[src/rtl/fftp_pkg.sv]
`timescale 1ns / 1ps
// ----------------------------------------------------------------------------
// Feature fold token position package
// Shared widths, constants and request/result types for the feature folding
// block.
// ----------------------------------------------------------------------------
package fftp_pkg;

  localparam int unsigned FeatW       = 18;
  localparam int unsigned FracW       = 16;
  localparam int unsigned QW          = 8;
  localparam int unsigned TermW       = 32;
  localparam int unsigned SumW        = 43;
  localparam int unsigned MagW        = SumW - 1;
  localparam int unsigned VocabW      = 24;
  localparam int unsigned BlockW      = 16;
  localparam int unsigned CallW       = 32;
  localparam int unsigned MaxFeatures = 1024;
  localparam int unsigned IdxW        = $clog2(MaxFeatures + 1);
  localparam int unsigned DivSteps    = MagW;
  localparam int unsigned CntW        = $clog2(DivSteps);
  localparam int unsigned CfgIdxW     = 1;
  localparam int unsigned CfgDataW    = VocabW;

  localparam logic [TermW-1:0] FoldMult = 32'd1315423911;
  localparam logic [FracW:0]   FeatOne  = 17'd65536;

  localparam logic [CfgIdxW-1:0] CfgVocabSize = 1'b0;
  localparam logic [CfgIdxW-1:0] CfgBlockSize = 1'b1;

  typedef struct packed {
    logic signed [FeatW-1:0] feature;
    logic                    last_feature;
    logic                    empty_vector;
  } in_req_t;

  typedef struct packed {
    logic [VocabW-1:0] token_id;
    logic [BlockW-1:0] position;
    logic              too_long;
  } out_rsp_t;

  typedef enum logic [5:0] {
    StIdle = 6'b000001,
    StMul  = 6'b000010,
    StAcc  = 6'b000100,
    StPrep = 6'b001000,
    StDiv  = 6'b010000,
    StFin  = 6'b100000
  } state_e;

endpackage

[src/rtl/feature_fold_token_position.sv]
`timescale 1ns / 1ps
// ----------------------------------------------------------------------------
// Feature fold token position
// Folds a stream of Q1.16 features into a token id and a position id.
// ----------------------------------------------------------------------------
// A non-final feature passes through accept, 8 bit-serial multiply steps
// through the shift-and-add unit, and one accumulate step.
// A final request adds magnitude setup, 42 restoring division steps that
// produce both remainders, and a result load that waits for a free output.
// One request is in work at a time; a stalled result holds up the next result.
// Reset clears the accumulator, feature index, call counter and both moduli.
module feature_fold_token_position
  import fftp_pkg::*;
(
  input  logic                clk_i,
  input  logic                rst_ni,
  input  logic                in_valid_i,
  output logic                in_stall_o,
  input  in_req_t             in_req_i,
  output logic                out_valid_o,
  input  logic                out_stall_i,
  output out_rsp_t            out_rsp_o,
  input  logic                cfg_we_i,
  input  logic [CfgIdxW-1:0]  cfg_idx_i,
  input  logic [CfgDataW-1:0] cfg_data_i
);

  state_e state_q, state_d;

  logic [VocabW-1:0] vocab_q;
  logic [BlockW-1:0] block_q;
  logic [SumW-1:0]   fold_sum_q;
  logic [IdxW-1:0]   index_q;
  logic [CallW-1:0]  call_q;
  logic              overflow_q;
  logic [CntW-1:0]   cnt_q;
  logic              out_valid_q;

  logic [QW-1:0]     q_q;
  logic [TermW-1:0]  mcand_q;
  logic [TermW-1:0]  acc_q;
  logic              last_q;
  logic [MagW-1:0]   dvd_tok_q;
  logic [MagW-1:0]   dvd_pos_q;
  logic [VocabW-1:0] rem_tok_q;
  logic [BlockW-1:0] rem_pos_q;
  out_rsp_t          out_rsp_q;

  logic              accept;
  logic              fold;
  logic              room;
  logic [FracW:0]    feat_clamp;
  logic [VocabW:0]   feat_x256;
  logic [QW-1:0]     q_new;
  logic [TermW-1:0]  term;
  logic [SumW-1:0]   sum_neg;
  logic [MagW-1:0]   mag;
  logic [VocabW+1:0] tok_diff;
  logic [BlockW+1:0] pos_diff;
  logic              out_free;
  logic              mul_done;
  logic              div_done;

  assign accept   = in_valid_i && (state_q == StIdle);
  assign fold     = !(in_req_i.last_feature && in_req_i.empty_vector);
  assign room     = index_q < IdxW'(MaxFeatures);
  assign out_free = !out_valid_q || !out_stall_i;
  assign mul_done = cnt_q == CntW'(QW - 1);
  assign div_done = cnt_q == CntW'(DivSteps - 1);

  always_comb begin
    if (in_req_i.feature[FeatW-1]) begin
      feat_clamp = '0;
    end else if (in_req_i.feature[FracW:0] > FeatOne) begin
      feat_clamp = FeatOne;
    end else begin
      feat_clamp = in_req_i.feature[FracW:0];
    end
  end

  // Scaling by 255 is a shift by eight minus the value, plus the rounding half.
  assign feat_x256 = {feat_clamp, 8'd0};
  assign q_new     = QW'((feat_x256 - (VocabW+1)'(feat_clamp)
                          + (VocabW+1)'(32768)) >> FracW);

  assign term    = acc_q ^ TermW'(index_q);
  assign sum_neg = '0 - fold_sum_q;
  assign mag     = fold_sum_q[SumW-1] ? sum_neg[MagW-1:0] : fold_sum_q[MagW-1:0];

  assign tok_diff = {1'b0, rem_tok_q, dvd_tok_q[MagW-1]} - {2'b00, vocab_q};
  assign pos_diff = {1'b0, rem_pos_q, dvd_pos_q[MagW-1]} - {2'b00, block_q};

  always_comb begin
    state_d = state_q;
    case (state_q)
      StIdle: begin
        if (accept) begin
          if (fold && room) begin
            state_d = StMul;
          end else if (in_req_i.last_feature) begin
            state_d = StPrep;
          end
        end
      end
      StMul: begin
        if (mul_done) begin
          state_d = StAcc;
        end
      end
      StAcc: begin
        state_d = last_q ? StPrep : StIdle;
      end
      StPrep: begin
        state_d = StDiv;
      end
      StDiv: begin
        if (div_done) begin
          state_d = StFin;
        end
      end
      StFin: begin
        if (out_free) begin
          state_d = StIdle;
        end
      end
      default: begin
        state_d = StIdle;
      end
    endcase
  end

  always_ff @(posedge clk_i or negedge rst_ni) begin
    if (!rst_ni) begin
      state_q     <= StIdle;
      vocab_q     <= '0;
      block_q     <= '0;
      fold_sum_q  <= '0;
      index_q     <= '0;
      call_q      <= '0;
      overflow_q  <= 1'b0;
      cnt_q       <= '0;
      out_valid_q <= 1'b0;
    end else begin
      state_q <= state_d;
      if (cfg_we_i) begin
        case (cfg_idx_i)
          CfgVocabSize: vocab_q <= cfg_data_i[VocabW-1:0];
          CfgBlockSize: block_q <= cfg_data_i[BlockW-1:0];
          default: ;
        endcase
      end
      if (accept && fold && !room) begin
        overflow_q <= 1'b1;
      end
      case (state_q)
        StIdle: cnt_q <= '0;
        StMul:  cnt_q <= mul_done ? '0 : cnt_q + 1'b1;
        StDiv:  cnt_q <= cnt_q + 1'b1;
        default: cnt_q <= '0;
      endcase
      if (state_q == StAcc) begin
        fold_sum_q <= fold_sum_q + {{(SumW-TermW){term[TermW-1]}}, term};
        index_q    <= index_q + 1'b1;
      end
      if ((state_q == StFin) && out_free) begin
        out_valid_q <= 1'b1;
        call_q      <= call_q + 1'b1;
        fold_sum_q  <= '0;
        index_q     <= '0;
        overflow_q  <= 1'b0;
      end else if (!out_stall_i) begin
        out_valid_q <= 1'b0;
      end
    end
  end

  always_ff @(posedge clk_i) begin
    case (state_q)
      StIdle: begin
        if (accept) begin
          q_q     <= q_new;
          mcand_q <= FoldMult;
          acc_q   <= '0;
          last_q  <= in_req_i.last_feature;
        end
      end
      StMul: begin
        if (q_q[0]) begin
          acc_q <= acc_q + mcand_q;
        end
        q_q     <= q_q >> 1;
        mcand_q <= mcand_q << 1;
      end
      StPrep: begin
        dvd_tok_q <= mag;
        dvd_pos_q <= MagW'(call_q);
        rem_tok_q <= '0;
        rem_pos_q <= '0;
      end
      StDiv: begin
        dvd_tok_q <= dvd_tok_q << 1;
        dvd_pos_q <= dvd_pos_q << 1;
        rem_tok_q <= tok_diff[VocabW+1] ? {rem_tok_q[VocabW-2:0], dvd_tok_q[MagW-1]}
                                        : tok_diff[VocabW-1:0];
        rem_pos_q <= pos_diff[BlockW+1] ? {rem_pos_q[BlockW-2:0], dvd_pos_q[MagW-1]}
                                        : pos_diff[BlockW-1:0];
      end
      StFin: begin
        if (out_free) begin
          out_rsp_q.token_id <= (vocab_q == '0) ? '0 : rem_tok_q;
          out_rsp_q.position <= (block_q == '0) ? '0 : rem_pos_q;
          out_rsp_q.too_long <= overflow_q;
        end
      end
      default: ;
    endcase
  end

  assign in_stall_o  = state_q != StIdle;
  assign out_valid_o = out_valid_q;
  assign out_rsp_o   = out_rsp_q;

  // The multiplier only runs on a feature that still has room in the vector.
  assert property (@(posedge clk_i) disable iff (!rst_ni)
    (state_q == StMul) |-> (index_q < IdxW'(MaxFeatures)))
    else $error("multiply started beyond the feature limit");

  // A new result is only raised from the final state.
  assert property (@(posedge clk_i) disable iff (!rst_ni)
    $rose(out_valid_o) |-> $past(state_q == StFin))
    else $error("result raised outside the final state");

  // A pending stalled result holds the finished request in the final state.
  assert property (@(posedge clk_i) disable iff (!rst_ni)
    (state_q == StFin && out_valid_q && out_stall_i) |=> (state_q == StFin))
    else $error("result overwritten while stalled");

  // The division step counter never reaches DivSteps.
  assert property (@(posedge clk_i) disable iff (!rst_ni)
    (state_q == StDiv) |-> (cnt_q < CntW'(DivSteps)))
    else $error("division step count out of range");

  // A finished request always clears the fold state.
  assert property (@(posedge clk_i) disable iff (!rst_ni)
    (state_q == StFin && out_free) |=> (index_q == '0 && fold_sum_q == '0))
    else $error("fold state not cleared after a result");

endmodule

[config.mk]
export PLATFORM = sky130hd
export DESIGN_NAME = feature_fold_token_position
export DESIGN_NICKNAME = d
export VERILOG_FILES = /design/src/rtl/fftp_pkg.sv /design/src/rtl/feature_fold_token_position.sv
export SDC_FILE = /design/constraint.sdc
export NUM_CORES = 1
export LEC_CHECK = 0
export BUFFER_PORTS_ARGS = -buffer_cell sky130_fd_sc_hd__buf_2
export CAP_MARGIN = 20
export CORE_ASPECT_RATIO = 0.75
export CORE_MARGIN = 2
export CORE_UTILIZATION = 50
export CTS_CLUSTER_DIAMETER = 100
export DETAILED_ROUTE_END_ITERATION = 6
export GPL_TIMING_DRIVEN = 0
export PLACE_DENSITY = 0.65
export SKIP_LAST_GASP = 1
export SYNTH_ARGS = -nofsm -noshare
export SYNTH_HDL_FRONTEND = slang
export SYNTH_SLANG_ARGS = --single-unit
[constraint.sdc]
create_clock -name clk_i -period 20.7 [get_ports clk_i]
set_input_delay 1.035 -clock clk_i [delete_from_list [all_inputs] [get_ports clk_i]]
set_output_delay 1.035 -clock clk_i [all_outputs]
set_load 0.01 [all_outputs]
# Word-level counts from Yosys, hierarchy flattened
# Index checks and enable logic that the tools add are counted.
[op_classes]
n_eq_ne = 16
addsub = 10
bitwise = 2
n_reduce_logical = 24
muxes = 34
magnitude_cmp = 2
[ops]
columns = ["op", "count"]
rows = [
  ["$pmux W42 S2", 2],
  ["$pmux W32 S2", 2],
  ["$mux W32", 3],
  ["$mux W43", 2],
  ["$pmux W24 S2", 1],
  ["$add A43 B43 Y43", 1],
  ["$mux W42", 1],
  ["$mux W6", 7],
  ["$sub A1 B42 Y42 const A", 1],
  ["$pmux W6 S6", 1],
  ["$mux W17", 2],
  ["$add A32 B1 Y32 const B", 1],
  ["$add A32 B32 Y32", 1],
  ["$pmux W16 S2", 1],
  ["$xor A32 B11 Y32", 1],
  ["$sub A25 B24 Y26", 1],
  ["$add A24 B16 Y24 const B", 1],
  ["$logic_not A24 Y1", 1],
  ["$mux W24", 1],
  ["$sub A24 B17 Y24", 1],
  ["$mux W11", 2],
  ["$sub A17 B16 Y18", 1],
  ["$gt A17 B17 Y1 const B", 1],
  ["$logic_not A16 Y1", 1],
  ["other kinds (27)", 51],
]
[totals]
inputBits = 50
regBits = 378

# Logic depth before layout (Yosys ltp)
# Gate-level depths: netlist of the first run.
[depth]
word_depth = 7
depth_mapped = 16
ltp_nobuf = 15

# Worst setup path after synthesis of the first run
# OpenSTA, ideal clock, no wires.
[synth_timing]
path_type = "reg-to-reg"
from = "reg state_q[0]"
to = "reg dvd_pos_q[0] (enable)"
stages_incl_launch_ff = 4
t_arrival_ns = 9.287
path_buffers = 1
t_required_ns = 19.941
slack_ns = 10.654
setup_time_ns = 0.759
cell_sequence = "dfstp_2 > buf_6 > or3_1 > nor3_1"
[synth_between]
elab_chain_cells = 2
[synth_rtl]
columns = ["item", "line_no", "source"]
rows = [
  ["from (decl)", "feature_fold_token_position.sv:28", "state_e state_q, state_d;"],
  ["from (signal assigned)", "feature_fold_token_position.sv:134", "state_q <= StIdle;"],
  ["from (signal assigned)", "feature_fold_token_position.sv:144", "state_q <= state_d;"],
  ["$eq A6 B5 Y1 or $eq A6 B4 Y1 (tied branches)", "feature_fold_token_position.sv:178", "case (state_q)"],
  ["$reduce_bool A2 Y1 (no source line) *", "-", ""],
  ["to (signal assigned)", "feature_fold_token_position.sv:196", "dvd_pos_q <= MagW'(call_q);"],
  ["to (signal assigned)", "feature_fold_token_position.sv:202", "dvd_pos_q <= dvd_pos_q << 1;"],
  ["to (decl)", "feature_fold_token_position.sv:44", "logic [MagW-1:0] dvd_pos_q;"],
]
# Every way passes the cells marked *; elsewhere a longest branch is shown, timed or not.
# A chain may end at the register's enable or synchronous reset.

# Final worst setup path of the first run
[layout_timing]
from = "in in_req_i[2] (netlist bit)"
to = "reg q_q[7], data pin"
[layout_between]
elab_chain_cells = 7
[layout_rtl]
columns = ["item", "line_no", "source"]
rows = [
  ["from (decl)", "feature_fold_token_position.sv:19", "input in_req_t in_req_i,"],
  ["$gt A17 B17 Y1", "feature_fold_token_position.sv:74", "end else if (in_req_i.feature[FracW:0] > FeatOne) begin"],
  ["$mux W17 *", "feature_fold_token_position.sv:74", ""],
  ["$mux W17 *", "feature_fold_token_position.sv:72", "if (in_req_i.feature[FeatW-1]) begin"],
  ["$sub A24 B17 Y24 *", "feature_fold_token_position.sv:83", "assign q_new = QW'((feat_x256 - (VocabW+1)'(feat_clamp)"],
  ["$add A24 B16 Y24 *", "feature_fold_token_position.sv:84", "+ (VocabW+1)'(32768)) >> FracW);"],
  ["$mux W8 *", "feature_fold_token_position.sv:180", "if (accept) begin"],
  ["$pmux W8 S2 *", "feature_fold_token_position.sv:178", ""],
  ["to (signal assigned)", "feature_fold_token_position.sv:181", "q_q <= q_new;"],
  ["to (signal assigned)", "feature_fold_token_position.sv:191", "q_q <= q_q >> 1;"],
  ["to (decl)", "feature_fold_token_position.sv:39", "logic [QW-1:0] q_q;"],
]
# Every way passes the cells marked *; elsewhere a longest branch is shown, timed or not. The select of a mux whose other input is x is not followed.

==> impl_metrics.ini, run 1 <==
[global_routing]
largest_net_degree_at_the_start_of_global_routing = 75
global_route.overflow_total = 0
grtUsageMet2 = 0.3509
global_route.usage.met1 = 0.3512
grt_util_all_layers = 0.2307
initial_antenna_violation_count = 0
vias_in_the_first_global_route = 16489
global_route.usage.met3 = 0.02873
grt_pass1_wl_um = 87460
global_route.peak_usage_layer = met1

[synthesis]
post_synth_num_cell_types = 81
synthFlopType = sky130_fd_sc_hd__edfxtp_1
synth_edf_count = 238
mappedNetlistArea_mm2 = 0.02245
post_synth_simple_gate_area = 0.1719
synth-adder-area-share = 0.08214
seq_area_frac_synth = 0.4744
synth_top_family_by_area = simple AND/OR/NAND/NOR gates
yosys_warnings = 0
synth_async_sr_flop_share = 0.3704
post_synthesis_mux_area_share = 0.02190
synth.ff_latch_count = 378
synth_compound_area_frac = 0.1475
synthesis.area_per_instance_um2 = 9.944
cells_after_synthesis = 2258
parity_gate_share_of_the_synthesized_area_counting_xor_and_xnor_cells = 0.07295
synth.net_count = 2453

[clock_network]
cts_inserted_buffers = 41
ctsHoldBuffers = 0
path_clk_slew_ns = 0.06
clock_latency_of_the_later_clocked_register_in_the_worst_skew_pair_ns = 0.55
post_cts_buffers = 0
cts_tree = yes
post_cts_gate_resize_count = 0
cts-htree-levels = 2
cts.path.max_buffers = 3
clock_sink_count = 378
cts.root.buffer_cell = sky130_fd_sc_hd__clkbuf_16

[final_layout]
layout.cells.most_common_list = sky130_fd_sc_hd__nand2_1 (304), sky130_fd_sc_hd__edfxtp_1 (238), sky130_fd_sc_hd__o21ai_0 (178)
finish.net_count = 2603
fin_util = 0.5667
antenna_cells = 0
finalNonFillerCells = 3026
fillCellCount = 3903
area.growth.synth_to_final_pct = 12.35
final_common_cell = sky130_fd_sc_hd__nand2_1
fraction_of_layout_instances_using_a_drive_strength_above_1 = 0.09385

[detailed_routing]
drt-wirelength-per-cell_um = 17.77
drc = 0
drt_iter0_drc = 1223
total_routed_length_um = 53760
drtPass1Iterations = 7
vias = 17165
vias_per_cell = 5.673
ant_nets = 0

[die]
die_height_um = 187.5
design.portCount = 93
die-width_um = 248.7
std_cell_rows = 67
core_area_mm2 = 0.04451
initial_utilization = 0.5044
die-area_mm2 = 0.04663

[power]
power.total_mw = 3.577
power.density_cell_area_mw_per_mm2 = 141.8
power_leakage_nw = 10.34
irDropWorstVdd_uv = 82.26

[placed_design]
port_buffers = 92
post_placement_worst_setup_slack_ns = 15.36
place.detailed.hpwl_um = 40740
gp_congestion = 0.9064
placed_cells = 2951

[setup_path]
timing.critical_path.arrival_ns = 5.06
worst-setup-path-type = in2reg
critical_path_peak_fanout = 10
crit_required_ns = 20.97
critPathCaptureType = register
startpoint_type_of_the_worst_setup_path = primary input

[sta]
max_slew.worst_pin.slew_ns = 1.109
grt_setup_unrepaired = false
layout_setup_ws_ns = 15.91
number_of_slew_limit_violations_in_the_final_report = 0
clock-skew-final_ns = 0.01912
report.final.hold_viol_count = 0
timing.slew.headroom = 0.2589
final_min_period_over_clock_period = 0.2316
setup_violations = 0
fin_tns_setup_ns = 0
fmax_ghz = 0.2086
fin_crit_ns = 4.795

[worst_hold_path]
min-delay-path-class = reg2reg

[outcome]
run_status = finished, final reports clean

[run]
max_cap_violations = 0
==> per-stage QoR <==
stage               area [um2]  hold slack, ns
floorplan                22450          0.4254
global placement         23650          0.4359
detailed placement       23910          0.4453
CTS                      25230          0.4481
global route             25230          0.4667
finish                   25230          0.4506
==> path summary, 6_finish.rpt <==
kind	startpoint	endpoint	slack (ns)	cells after the start
max	in_req_i[2]	q_q[7]	15.91	17
min	overflow_q	out_rsp_o[0]	0.45	0
max reg2reg	state_q[3]	acc_q[4]	16.40	7
min reg2reg	overflow_q	out_rsp_o[0]	0.45	0
max in group asynchronous	rst_ni	state_q[0]	19.37	2
min in group asynchronous	rst_ni	index_q[10]	0.49	1
==> synthesized netlist by cell type (17+ instances only) <==
master                     count  area share
sky130_fd_sc_hd__inv_1        78       0.013
sky130_fd_sc_hd__edfxtp_1    238        0.32
sky130_fd_sc_hd__a21oi_1     123       0.027
sky130_fd_sc_hd__a211oi_1     24      0.0080
sky130_fd_sc_hd__dfrtp_1     139        0.15
sky130_fd_sc_hd__nor3_1       27      0.0060
sky130_fd_sc_hd__a21o_1       42       0.014
sky130_fd_sc_hd__nor4_1       23      0.0064
sky130_fd_sc_hd__xnor2_1      82       0.032
sky130_fd_sc_hd__mux2i_1      30       0.013
sky130_fd_sc_hd__o21ai_0     179       0.040
sky130_fd_sc_hd__nand4_1      36       0.010
sky130_fd_sc_hd__xor2_1      105       0.041
sky130_fd_sc_hd__a31oi_1      17      0.0047
sky130_fd_sc_hd__o31ai_1      24      0.0080
sky130_fd_sc_hd__and2_1       56       0.016
sky130_fd_sc_hd__nor2b_1      43       0.012
sky130_fd_sc_hd__ha_1        141       0.079
sky130_fd_sc_hd__clkbuf_1     76       0.013
sky130_fd_sc_hd__o21a_1       20      0.0067
sky130_fd_sc_hd__mux2_2       17      0.0085
sky130_fd_sc_hd__nor2_1      156       0.026
sky130_fd_sc_hd__nand3_1      50       0.011
sky130_fd_sc_hd__nand2b_1     42       0.012
sky130_fd_sc_hd__nand2_1     304       0.051
==> kinds of logic (layout without fill, tap and decap cells) <==
| family | Yosys count | after routing |
|---|---|---|
| compound gates | 527 | 527 |
| xor+xnor | 187 | 187 |
| fa+ha+maj | 145 | 145 |
| flops | 378 | 378 |
| mux | 47 | 47 |
| buf+inv | 171 | 353 |
| simple gates | 803 | 803 |
==> per-layer routing <==
layer | share of wire | up-vias | routed length [um]
li1 | - | 8462 | -
met1 | 0.51 | 8245 | 27260
met2 | 0.43 | 389 | 22880
met3 | 0.048 | 69 | 2593
met4 | 0.019 | 0 | 1026
met5 | 0 | - | 0
==> cell type report <==
class	count	area, um2	share of cell area
Buffer	90	354.1	0.01404
Clock buffer	58	1194	0.04732
Clock inverter	17	126.4	0.005010
Inverter	81	304.0	0.01205
Multi-Input combinational cell	1709	11180	0.4431
Sequential cell	378	10650	0.4223
Tap cell	586	733.2	0.02907
Timing Repair Buffer	107	685.7	0.02718
==> critical path, cell delays in order <==
cell and delay (ns):
sky130_fd_sc_hd__buf_2 0.11, sky130_fd_sc_hd__nor4_1 0.35, sky130_fd_sc_hd__nand4_1 0.13, sky130_fd_sc_hd__a21oi_1 0.44, sky130_fd_sc_hd__clkbuf_1 0.34, sky130_fd_sc_hd__nand2_1 0.19, sky130_fd_sc_hd__ha_1 0.33, sky130_fd_sc_hd__ha_1 0.32
sky130_fd_sc_hd__a21o_1 0.18, sky130_fd_sc_hd__a21oi_1 0.14, sky130_fd_sc_hd__o21ai_0 0.17, sky130_fd_sc_hd__o31a_1 0.37, sky130_fd_sc_hd__o41a_1 0.37, sky130_fd_sc_hd__a41o_1 0.27, sky130_fd_sc_hd__nor2_1 0.12, sky130_fd_sc_hd__xor2_1 0.15
sky130_fd_sc_hd__nor2_1 0.05
==> power by group <==
group | internal [mW] | switching (mW)
clock | 0.417 | 0.306
combinational | 0.647 | 0.981
sequential | 1.05 | 0.178
==> sequential cells by signal (all words and copies together) (netlist names), 24 cells and up <==
name	flops
dvd_pos_q	42
fold_sum_q	43
vocab_q	24
out_rsp_o	41
call_q	32
dvd_tok_q	42
acc_q	32
mcand_q	32
rem_tok_q	24
Note: power is estimated with default switching activity, not from simulation.
==> run 2: changes to the inputs <==
--- a/config.mk
+++ b/config.mk
@@ -5,6 +5,7 @@
 export SDC_FILE = /design/constraint.sdc
 export NUM_CORES = 1
 export LEC_CHECK = 0
+export ABC_AREA = 1
 export BUFFER_PORTS_ARGS = -buffer_cell sky130_fd_sc_hd__buf_2
 export CAP_MARGIN = 20
 export CORE_ASPECT_RATIO = 0.75
@@ -13,7 +14,7 @@
 export CTS_CLUSTER_DIAMETER = 100
 export DETAILED_ROUTE_END_ITERATION = 6
 export GPL_TIMING_DRIVEN = 0
-export PLACE_DENSITY = 0.65
+export PLACE_DENSITY = 0.67
 export SKIP_LAST_GASP = 1
 export SYNTH_ARGS = -nofsm -noshare
 export SYNTH_HDL_FRONTEND = slang
==> constraint.sdc (replaced) <==
create_clock -name clk_i -period 4.3 [get_ports clk_i]
set_input_delay 0.215 -clock clk_i [delete_from_list [all_inputs] [get_ports clk_i]]
set_output_delay 0.215 -clock clk_i [all_outputs]
set_load 0.01 [all_outputs]
==> run 2 against run 1 <==
  * Power rose to 5.0 times the previous value
  * Die area rose by 9.3%
  * Critical path type is now reg2reg
  * Clock power rose to 5.0 times the previous value
  * Clock-buffer cell count rose by 1
  * Sequential share of layout area down 3.6 points
  * Combinational power grew to 5.3 times the previous value
  * Largest cell class unchanged
  * Via count increased by 29%
  * Area after synthesis is 9.5% higher
  * First-iteration DRC count up 58%
==> impl_metrics.ini, run 2 <==
[die]
die_height_um = 196.0
design.portCount = 93
die-area_mm2 = 0.05096
initial_utilization = 0.5056
std_cell_rows = 70
core_area_mm2 = 0.04861
die-width_um = 260.0

[setup_path]
timing.critical_path.max_delay_family = compound AO/OA/AOI/OAI gates
critical_path_depth = 5
worst_r2r_path_depth = 5
startpoint_type_of_the_worst_setup_path = register
worst-setup-path-type = reg2reg
critPathCaptureType = register
setup.reg_to_reg.worst_slack_ns = 1.0
rr_endpoint = acc_q[9]
rr_startpoint = state_q[5]
crit_required_ns = 4.50
max_stage_delay_ns = 0.77
timing.critical_path.slowest_stage_cell = sky130_fd_sc_hd__o21a_2
critical_path_peak_fanout = 32
critical_path.n_buffers_inverters = 1
timing.critical_path.arrival_ns = 3.50
crit_path_cell_trace = nor2_1, nand4_1, o21ai_4, buf_16, o21a_2

[outcome]
run_status = finished, final reports clean

[sta]
report.final.hold_viol_count = 0
fmax_ghz = 0.3027
timing.slew.headroom = 0.3311
max_slew.worst_pin.slew_ns = 1.003
clock-skew-final_ns = 0.03957
setup_violations = 0
final_min_period_over_clock_period = 0.7682
fin_crit_ns = 3.303
number_of_slew_limit_violations_in_the_final_report = 0
grt_setup_unrepaired = false

[detailed_routing]
ant_nets = 0
drc = 0
vias = 22126
drt_iter0_drc = 1936
vias_per_cell = 5.511
total_routed_length_um = 72280
drt-wirelength-per-cell_um = 18.00
drtPass1Iterations = 5

[power]
power.density_cell_area_mw_per_mm2 = 648.4
power_leakage_nw = 12.50
irDropWorstVdd_uv = 425.6
power.total_mw = 17.90

[worst_hold_path]
hp-start = cfg_data_i[13]
min-delay-path-class = in2reg
min_to = vocab_q[13]
hold_path_depth = 3

[clock_network]
cts_inserted_buffers = 41
cts-htree-levels = 2
cts.root.buffer_cell = sky130_fd_sc_hd__clkbuf_16
cts_tree = yes
post_cts_buffers = 0
clock_sink_count = 378
clock_latency_of_the_later_clocked_register_in_the_worst_skew_pair_ns = 0.60
path_clk_slew_ns = 0.06
cts.path.max_buffers = 3

[synthesis]
yosys-top-cells-area = sky130_fd_sc_hd__edfxtp_1 (29%), sky130_fd_sc_hd__dfrtp_1 (14%), sky130_fd_sc_hd__nand2_1 (11%)
yosys_warnings = 0
synth.ff_latch_count = 378
synthTopCellsByCount = sky130_fd_sc_hd__nand2_1 (722), sky130_fd_sc_hd__inv_1 (407), sky130_fd_sc_hd__nor2_1 (390), sky130_fd_sc_hd__o21ai_0 (274), sky130_fd_sc_hd__a21oi_1 (248)
synth_edf_count = 238
synthesis.area_per_instance_um2 = 7.765
seq_area_frac_synth = 0.4334
post-synth-top-count-cell = sky130_fd_sc_hd__nand2_1
mappedNetlistArea_mm2 = 0.02457
synth_area_leader_cell = sky130_fd_sc_hd__edfxtp_1
synth.net_count = 3360
cells_after_synthesis = 3165
synth_async_sr_flop_share = 0.3704
post_synth_num_cell_types = 52
netlist.area_leader.share = 0.2908
synthFlopType = sky130_fd_sc_hd__edfxtp_1

[run]
max_cap_violations = 0

[final_layout]
registers.top_by_ff_count = fold_sum_q
final_common_cell = sky130_fd_sc_hd__nand2_1
finish.net_count = 3528
layout.cells.most_common_list = sky130_fd_sc_hd__nand2_1 (721), sky130_fd_sc_hd__inv_1 (407), sky130_fd_sc_hd__nor2_1 (390)
area.growth.synth_to_final_pct = 12.32
fillCellCount = 4588
largest_register_ffs = 43
finalNonFillerCells = 4015
top_regs = fold_sum_q (43), dvd_pos_q (42), dvd_tok_q (42)
fraction_of_layout_instances_using_a_drive_strength_above_1 = 0.06239

[placed_design]
placed_cells = 3909
place.detailed.hpwl_um = 56260
port_buffers = 92
gp_congestion = 0.9802

[global_routing]
largest_net_degree_at_the_start_of_global_routing = 89
vias_in_the_first_global_route = 21174
grt_util_all_layers = 0.2856
grt_pass1_wl_um = 114300
global_route.overflow_total = 0
initial_antenna_violation_count = 3
## run 2: logic make-up (layout without fill, tap and decap cells)
logic type,count (synthesis),count (layout),synth area share
xor+xnor,104,104,0.03707
other cells,0,1,0
fa+ha+maj,145,145,0.07505
buf+inv,477,678,0.07393
flops,378,378,0.4334
simple gates,1437,1437,0.2444
compound gates,624,624,0.1361
## run 2: area by class of cell
cell class / count / area (um2) / area share
tap: 648 / 810.8 / 0.02937
sequential: 378 / 10650 / 0.3859
inverter: 410 / 1539 / 0.05576
multi-input combinational: 2310 / 12130 / 0.4393
clock inverter: 17 / 188.9 / 0.006845
buffer: 67 / 277.8 / 0.01006
antenna: 1 / 2.502 / 0.00009066
clock buffer: 59 / 1145 / 0.04148
timing repair buffer: 125 / 859.6 / 0.03114
## run 2: repair_timing
action,4_1_cts,5_1_grt
endpoints found under the hold margin,89,0
hold buffers,29,0
resized for setup,0,0
## run 2: layer usage
layer | wire (um) | vias up | GRT usage
li1 | - | 10912 | -
met1 | 34910 | 10468 | 0.4252
met2 | 31100 | 646 | 0.4338
met3 | 4640 | 98 | 0.04264
met4 | 1610 | 2 | 0.07535
met5 | 13 | - | 0
## run 2: how the worst max path moves through the flow
stage / start / to
2_1_floorplan: state_q[0] / acc_q[0]
3_3_place_gp: state_q[5] / acc_q[7]
3_5_place_dp: in_req_i[8] / q_q[6]
4_1_cts: state_q[5] / acc_q[27]
5_1_grt: state_q[5] / acc_q[24]
6_report: state_q[5] / acc_q[9]
## run 2: worst min-delay path: cells and delay by family
family                 cells  cell delay [ns]
AO/OA/AOI/OAI              1             0.20
buffers and inverters      2             0.18
## run 2: where the power goes
part           switching, mW  total (mW)  leakage, nW  internal (mW)
sequential             0.827        5.69         3.89           4.86
clock                   1.53        3.58        0.653           2.05
combinational           5.87        8.62         7.96           2.75
## run 2: stage by stage
stage | hold slack (ns) | TNS, ns | setup WS (ns) | instance area, um2 | util
finish | 0.04641 | 0 | 0.9967 | 27600 | 0.5678
CTS | 0.002153 | 0 | 1.008 | 27600 | 0.5678
global route | 0.05937 | 0 | 0.7998 | 27600 | 0.5678
floorplan | -0.08059 | 0 | 0.1495 | 24570 | -
global placement | 0.4587 | -203.93 | -1.621 | 25850 | 0.5317
detailed placement | 0.2119 | 0 | 0.7734 | 25970 | 0.5344
